<file path="src/rtl/mqbf_pkg.sv">
// Package with operation codes and field widths for the multi-queue byte FIFO.
`default_nettype none

package mqbf_pkg;

	localparam int FUNC_W = 3;
	localparam int QIDX_W = 3;
	localparam int BYTE_W = 8;

	typedef logic [FUNC_W-1:0] func_t;
	typedef logic [QIDX_W-1:0] qidx_t;
	typedef logic [BYTE_W-1:0] byte_t;

	localparam func_t OP_PUT     = 3'd0;
	localparam func_t OP_GET     = 3'd1;
	localparam func_t OP_CLEAR   = 3'd2;
	localparam func_t OP_PACK_LO = 3'd3;
	localparam func_t OP_PACK_HI = 3'd4;

	// Number of raw slots folded together by one pack operation.
	localparam int PACK_N = 8;

endpackage : mqbf_pkg

`default_nettype wire

</file>
<file path="src/rtl/multi_queue_byte_fifo_core.sv">
// Top level of the multi-queue byte FIFO: a pool of circular byte queues in one row memory.
//
//  channel   | handshake             | payload
//  ----------+-----------------------+------------------------------------
//  request   | req_valid, req_stall  | func, queue_index, item_in
//  result    | res_valid, res_stall  | data_out, ok, empty_now
//
// One request is accepted per cycle while req_stall is low; its result is registered
// as the request stage advances. The queue's row (slots, pointers, count) is read
// from the row memory at acceptance and written back as that stage advances;
// a back-to-back request to the same queue reads a forwarding register, not the memory.
// Reset marks every row invalid, and an invalid row reads as all zero.
// A stalled result holds the request stage; req_stall rises only when both are full.
`default_nettype none

module multi_queue_byte_fifo_core #(
	parameter int NUM_QUEUES  = 8,
	parameter int QUEUE_DEPTH = 16
) (
	input  wire                   clk,
	input  wire                   arst_n,

	input  wire                   req_valid,
	output logic                  req_stall,
	input  wire  mqbf_pkg::func_t func,
	input  wire  mqbf_pkg::qidx_t queue_index,
	input  wire  mqbf_pkg::byte_t item_in,

	output logic                  res_valid,
	input  wire                   res_stall,
	output logic [7:0]            data_out,
	output logic                  ok,
	output logic                  empty_now
);

	localparam int QW = (NUM_QUEUES > 1) ? $clog2(NUM_QUEUES) : 1;
	localparam int PW = $clog2(QUEUE_DEPTH);
	localparam int CW = $clog2(QUEUE_DEPTH + 1);
	localparam int SW = QUEUE_DEPTH * mqbf_pkg::BYTE_W;
	localparam int RW = SW + 2 * PW + CW;

	// Row layout, low to high: slots, write pointer, read pointer, fill count.
	localparam int WP_LO = SW;
	localparam int RP_LO = SW + PW;
	localparam int CN_LO = SW + 2 * PW;

	logic [RW-1:0]         row_mem [NUM_QUEUES];
	logic [NUM_QUEUES-1:0] row_valid_q;

	logic                  valid_s1;
	mqbf_pkg::func_t       func_s1;
	logic [QW-1:0]         qaddr_s1;
	logic                  inrange_s1;
	mqbf_pkg::byte_t       item_s1;
	logic [RW-1:0]         rd_row_s1;
	logic                  rd_valid_s1;
	logic                  fwd_s1;
	logic [RW-1:0]         fwd_row_s1;

	logic                  res_valid_q;
	logic [7:0]            data_out_q;
	logic                  ok_q;
	logic                  empty_now_q;

	logic                  req_acc;
	logic                  out_load;
	logic                  s1_adv;
	logic [QW-1:0]         req_addr;
	logic                  req_inrange;
	logic                  wr_en;

	logic [RW-1:0]         cur_row;
	mqbf_pkg::byte_t       slots     [QUEUE_DEPTH];
	mqbf_pkg::byte_t       new_slots [QUEUE_DEPTH];
	logic [PW-1:0]         wptr, rptr, new_wptr, new_rptr;
	logic [CW-1:0]         cnt, new_cnt;
	logic [RW-1:0]         new_row;
	logic [7:0]            res_data;
	logic                  res_ok;
	logic                  res_empty;
	logic [7:0]            pack_lo, pack_hi;

	assign out_load  = !res_valid_q || !res_stall;
	assign s1_adv    = valid_s1 && out_load;
	assign req_stall = valid_s1 && !out_load;
	assign req_acc   = req_valid && !req_stall;

	assign req_addr    = QW'(queue_index);
	assign req_inrange = (32'(queue_index) < NUM_QUEUES);

	// Request stage control.
	always_ff @(posedge clk or negedge arst_n) begin
		if (!arst_n) begin
			valid_s1 <= 1'b0;
		end else if (req_acc) begin
			valid_s1 <= 1'b1;
		end else if (s1_adv) begin
			valid_s1 <= 1'b0;
		end
	end

	// Request stage payload, the row read and the forwarding decision.
	always_ff @(posedge clk) begin
		if (req_acc) begin
			func_s1     <= func;
			qaddr_s1    <= req_addr;
			inrange_s1  <= req_inrange;
			item_s1     <= item_in;
			rd_row_s1   <= row_mem[req_addr];
			rd_valid_s1 <= row_valid_q[req_addr];
			fwd_s1      <= wr_en && (qaddr_s1 == req_addr);
			fwd_row_s1  <= new_row;
		end
	end

	// Write-back of the modified row.
	always_ff @(posedge clk) begin
		if (wr_en) begin
			row_mem[qaddr_s1] <= new_row;
		end
	end

	always_ff @(posedge clk or negedge arst_n) begin
		if (!arst_n) begin
			row_valid_q <= '0;
		end else if (wr_en) begin
			row_valid_q[qaddr_s1] <= 1'b1;
		end
	end

	always_comb begin
		if (fwd_s1) begin
			cur_row = fwd_row_s1;
		end else if (rd_valid_s1) begin
			cur_row = rd_row_s1;
		end else begin
			cur_row = '0;
		end
	end

	assign wptr = cur_row[WP_LO +: PW];
	assign rptr = cur_row[RP_LO +: PW];
	assign cnt  = cur_row[CN_LO +: CW];

	always_comb begin
		for (int i = 0; i < QUEUE_DEPTH; i++) begin
			slots[i] = cur_row[i*mqbf_pkg::BYTE_W +: mqbf_pkg::BYTE_W];
		end
	end

	// Packing is done in eight bits, since only the low byte of the sum is kept.
	always_comb begin
		pack_lo = '0;
		pack_hi = '0;
		for (int i = 0; i < mqbf_pkg::PACK_N; i++) begin
			pack_lo = pack_lo + 8'(slots[i] << i);
			pack_hi = pack_hi + 8'(slots[mqbf_pkg::PACK_N + i] << i);
		end
	end

	always_comb begin
		for (int i = 0; i < QUEUE_DEPTH; i++) begin
			new_slots[i] = slots[i];
		end
		new_wptr = wptr;
		new_rptr = rptr;
		new_cnt  = cnt;
		res_data = '0;
		res_ok   = 1'b0;
		wr_en    = 1'b0;
		case (func_s1)
			mqbf_pkg::OP_PUT: begin
				if (cnt < CW'(QUEUE_DEPTH)) begin
					new_slots[wptr] = item_s1;
					new_wptr = (wptr == PW'(QUEUE_DEPTH - 1)) ? '0 : wptr + PW'(1);
					new_cnt  = cnt + CW'(1);
					res_ok   = 1'b1;
					wr_en    = 1'b1;
				end
			end
			mqbf_pkg::OP_GET: begin
				if (cnt != '0) begin
					res_data = slots[rptr];
					new_rptr = (rptr == PW'(QUEUE_DEPTH - 1)) ? '0 : rptr + PW'(1);
					new_cnt  = cnt - CW'(1);
					res_ok   = 1'b1;
					wr_en    = 1'b1;
				end
			end
			mqbf_pkg::OP_CLEAR: begin
				for (int i = 0; i < QUEUE_DEPTH; i++) begin
					new_slots[i] = '0;
				end
				new_wptr = '0;
				new_rptr = '0;
				new_cnt  = '0;
				wr_en    = 1'b1;
			end
			mqbf_pkg::OP_PACK_LO: begin
				res_data = pack_lo;
			end
			mqbf_pkg::OP_PACK_HI: begin
				res_data = pack_hi;
			end
			default: begin
			end
		endcase
		// A queue index beyond the pool touches nothing.
		if (!inrange_s1) begin
			res_data = '0;
			res_ok   = 1'b0;
			wr_en    = 1'b0;
		end
		wr_en     = wr_en && s1_adv;
		res_empty = !inrange_s1 || (new_cnt == '0);
	end

	always_comb begin
		for (int i = 0; i < QUEUE_DEPTH; i++) begin
			new_row[i*mqbf_pkg::BYTE_W +: mqbf_pkg::BYTE_W] = new_slots[i];
		end
		new_row[WP_LO +: PW] = new_wptr;
		new_row[RP_LO +: PW] = new_rptr;
		new_row[CN_LO +: CW] = new_cnt;
	end

	// Result register.
	always_ff @(posedge clk or negedge arst_n) begin
		if (!arst_n) begin
			res_valid_q <= 1'b0;
		end else if (out_load) begin
			res_valid_q <= valid_s1;
		end
	end

	always_ff @(posedge clk) begin
		if (s1_adv) begin
			data_out_q  <= res_data;
			ok_q        <= res_ok;
			empty_now_q <= res_empty;
		end
	end

	assign res_valid = res_valid_q;
	assign data_out  = data_out_q;
	assign ok        = ok_q;
	assign empty_now = empty_now_q;

endmodule : multi_queue_byte_fifo_core

`default_nettype wire

</file>
<file path="config.mk">
export PLATFORM = sky130hd
export DESIGN_NAME = multi_queue_byte_fifo_core
export DESIGN_NICKNAME = d
export VERILOG_FILES = /design/src/rtl/mqbf_pkg.sv /design/src/rtl/multi_queue_byte_fifo_core.sv
export SDC_FILE = /design/constraint.sdc
export NUM_CORES = 1
export LEC_CHECK = 0
export BUFFER_PORTS_ARGS = -buffer_cell sky130_fd_sc_hd__buf_2
export CELL_PAD_IN_SITES_DETAIL_PLACEMENT = 0
export CELL_PAD_IN_SITES_GLOBAL_PLACEMENT = 2
export CORE_AREA = 2 2 273 410
export DETAILED_ROUTE_END_ITERATION = 8
export DIE_AREA = 0 0 275 412
export GPL_TIMING_DRIVEN = 0
export PLACE_DENSITY_LB_ADDON = 0.1
export SLEW_MARGIN = 20
export SYNTH_ARGS = -nofsm -noshare
export SYNTH_HDL_FRONTEND = slang
export SYNTH_SLANG_ARGS = --single-unit
</file>
<file path="constraint.sdc">
create_clock -name clk -period 24.9 [get_ports clk]
set_input_delay 1.245 -clock clk [delete_from_list [all_inputs] [get_ports clk]]
set_output_delay 1.245 -clock clk [all_outputs]
set_load 0.005 [all_outputs]
</file>
==> flow_metrics.py <==
metrics = {
    "synthesis": {
        "ys_types": 66,
        "synth_seq_cells": 1446,
        "synth_fp_nets": 3136,
        "synth.area.top_cells": "edfxtp_1, mux4_2, mux2_2",
        "netlist_top_cells_count": "edfxtp_1, mux4_2, nand2_1",
        "synth_edf_count": 1436,
        "synth.most_common_cell": "edfxtp_1",
        "synthDominantCellAreaShare_pct": 73.1,
        "yosys.area.top_type": "edfxtp_1",
        "synth_flop_cell": "edfxtp_1",
        "synthCells": 3063,
        "synth-seq-area-share_pct": 73.5,
        "syn_avg_cell_area_um2": 19.3,
        "ys_warn_count": 0,
        "async_reset_ff_share_pct": 0.692,
        "netlist_area_mm2": 0.0590,
    },
    "worst_setup_path": {
        "reg2reg_depth": 23,
        "r2r_slack_ns": 16.92,
        "cp-end-kind": "flip-flop",
        "arrival_ns": 8.47,
        "reg2reg_to": "data_out[7]",
        "critPathLaunchType": "flip-flop",
        "r2r-start": "fwd_s1",
        "worstPathRequired_ns": 25.39,
        "critPathMaxFanout": 10,
        "critPathKind": "flip-flop to flip-flop",
    },
    "place": {
        "dp_slack_ns": 17.07,
        "io_buffers": 29,
        "place_congestion": 0.987,
        "hpwl_mm": 134,
    },
    "floorplan": {
        "dieArea_mm2": 0.113,
        "dieHeight_um": 412,
        "fp.dieW_um": 275,
        "core-area_mm2": 0.110,
        "ios": 30,
        "initial_core_util_pct": 53.8,
        "std_cell_rows": 149,
    },
    "outcome": {
        "outcome": "finished, final reports clean",
    },
    "timing": {
        "hold_ws_ns": 0.329,
        "setup_viol_count_final": 0,
        "relSlewSlack_pct": 19.5,
        "finalMaxSlewViolations": 0,
        "worstMarginPinSlew_ns": 1.21,
        "worst_slack_ns": 16.92,
        "finalCriticalPeriod_ns": 7.98,
        "grt_setup_unrepaired": "no",
        "fin_worst_skew_ns": 0.0440,
        "max_freq_ghz": 0.125,
        "min_period_over_period_pct": 32.0,
        "hold_violations": 0,
        "tns_ns": 0,
    },
    "cts": {
        "clkTransAtPathRegs_ns": 0.06,
        "worstSkewPairLatency_ns": 0.81,
        "cts-resized-gates": 0,
        "cts_tree": "done",
        "h-tree-depth": 4,
        "cts_buffers": 135,
        "post_cts_buffers": 0,
        "clockBufferDepth": 3,
        "cts_root_buffer": "clkbuf_16",
        "holdBufCountCts": 0,
        "cts.sinks": 1446,
    },
    "global_routing": {
        "grt-busiest-layer": "met2",
        "gr-total-overflow": 0,
        "grt_use_met1_pct": 45.3,
        "grt_antenna_before_repair": 3,
        "grt_first_pass_wirelength_mm": 261,
        "grt_max_degree": 52,
        "use_met2_pct": 54.7,
        "grt_pass1_vias": 32700,
        "gr-usage-all-layers_pct": 34.0,
        "use_met3_pct": 5.54,
    },
    "final_layout": {
        "nets": 3407,
        "layout-drive-gt1-share_pct": 25.7,
        "area_delta_synth_final_pct": 13.5,
        "post-route-util_pct": 61.1,
    },
    "route": {
        "vias": 32500,
        "via_per_inst": 6.66,
        "first_pass_iters": 8,
        "totalWireLength_mm": 189,
        "detail-route-antenna-nets": 0,
        "drc_errors": 0,
        "drt_iter0_markers": 4047,
        "wire_per_inst_um": 38.7,
    },
    "flow_run": {
        "drv_cap": 0,
    },
    "worst_hold_path": {
        "hp-class": "input port to asynchronous set/reset pin",
    },
    "power": {
        "ir_drop_v": 0.0000735,
        "p_per_area_mw_per_mm2": 80.2,
        "p_leak_nw": 21.8,
    },
}
==> report_power, final <==
group / internal, mW / total (mW) / switching, mW
Clock: 1.09 / 1.99 / 0.902
Combinational: 0.184 / 0.553 / 0.369
Sequential: 2.77 / 2.83 / 0.0551
==> how the worst max path moves through the flow <==
stage                            from             end  slack [ns]  depth (start not counted)
after floorplan             res_stall   row_mem[1][0]       12.41                          5
after global placement    rd_valid_s1  row_mem[1][41]       -0.13                         11
after detailed placement       fwd_s1     data_out[7]       17.07                         23
after CTS                      fwd_s1     data_out[7]       17.03                         23
after global routing      rd_valid_s1     data_out[7]       16.82                         23
final                          fwd_s1     data_out[7]       16.92                         23
==> area by class of cell <==
cell class | count | area, um2
clock inverter | 71 | 566
buffer | 177 | 796
antenna | 1 | 2.50
clock buffer | 171 | 3600
tap | 1434 | 1790
timing repair buffer | 134 | 1890
sequential | 1446 | 43400
fill | 7796 | 42700
multi-input combinational | 1387 | 14700
inverter | 53 | 204
==> registers in the layout (all words and copies together) (netlist names) <==
register,cells
valid_s1,1
func_s1,3
ok,1
row_mem,1128
rd_row_s1,141
rd_valid_s1,1
row_valid_q,8
fwd_row_s1,141
fwd_s1,1
data_out,8
qaddr_s1,3
res_valid,1
empty_now,1
item_s1,8
==> metrics by stage <==
stage               instances  cell area (um2)  power (mW)
floorplan                3063            59000        3.17
global placement         4526            60900        3.42
detailed placement       4631            62800        3.42
CTS                      4873            66900        5.38
global route             4873            67000        5.50
finish                   4874            67000        5.37
==> per-layer routing <==
metal  routed length, um  share of wire, %  vias up
met4               10800               5.7        2
li1                    -                 -    13100
met3               13200               7.0      382
met5                   9            0.0048        -
met2               92100                49     1672
met1               72600                38    17400
==> critical path: stages (launching register included) <==
cell and delay [ns]:
edfxtp_1 0.49, buf_4 0.22, buf_2 0.38, buf_2 0.52
buf_2 0.43, clkbuf_1 0.84, a22oi_1 0.48, fa_1 0.64
inv_1 0.08, fa_1 0.54, inv_1 0.06, fa_1 0.47
inv_1 0.04, ha_1 0.27, ha_1 0.16, inv_1 0.07
fa_1 0.44, xnor2_1 0.21, xnor2_1 0.17, xnor2_1 0.16
xnor2_1 0.11, xnor2_1 0.30, o22ai_1 0.11, or3b_1 0.45
==> placed cells by master, fill, tap and decap left out, types with 29 or more instances in the layout <==
| master | count |
|---|---|
| nand2_1 | 226 |
| ha_1 | 29 |
| mux2_2 | 152 |
| o21ai_0 | 81 |
| nor2_1 | 44 |
| o21ai_1 | 50 |
| a22oi_1 | 128 |
| clkbuf_1 | 120 |
| edfxtp_1 | 1436 |
| mux2i_1 | 30 |
| xnor2_1 | 32 |
| nand3_1 | 31 |
| buf_2 | 79 |
| buf_4 | 41 |
| buf_12 | 34 |
| inv_1 | 51 |
| mux4_2 | 307 |
| clkbuf_16 | 139 |
==> kinds of logic (layout without fill, tap and decap cells) <==
family                     after synthesis  count (layout)  share of synthesized area, %
DFF                                   1446            1446                          73.5
buffers and inverters                  230             606                          1.66
xor gates and xnor gates                47              47                         0.698
and+or+nand+nor                        388             388                          2.89
other                                    0               1                             0
muxes                                  490             490                          15.2
adders and majority gates               55              55                          1.50
AOI/OAI and AO/OA                      407             407                          4.58
Note: power is estimated with default switching activity, not from simulation.
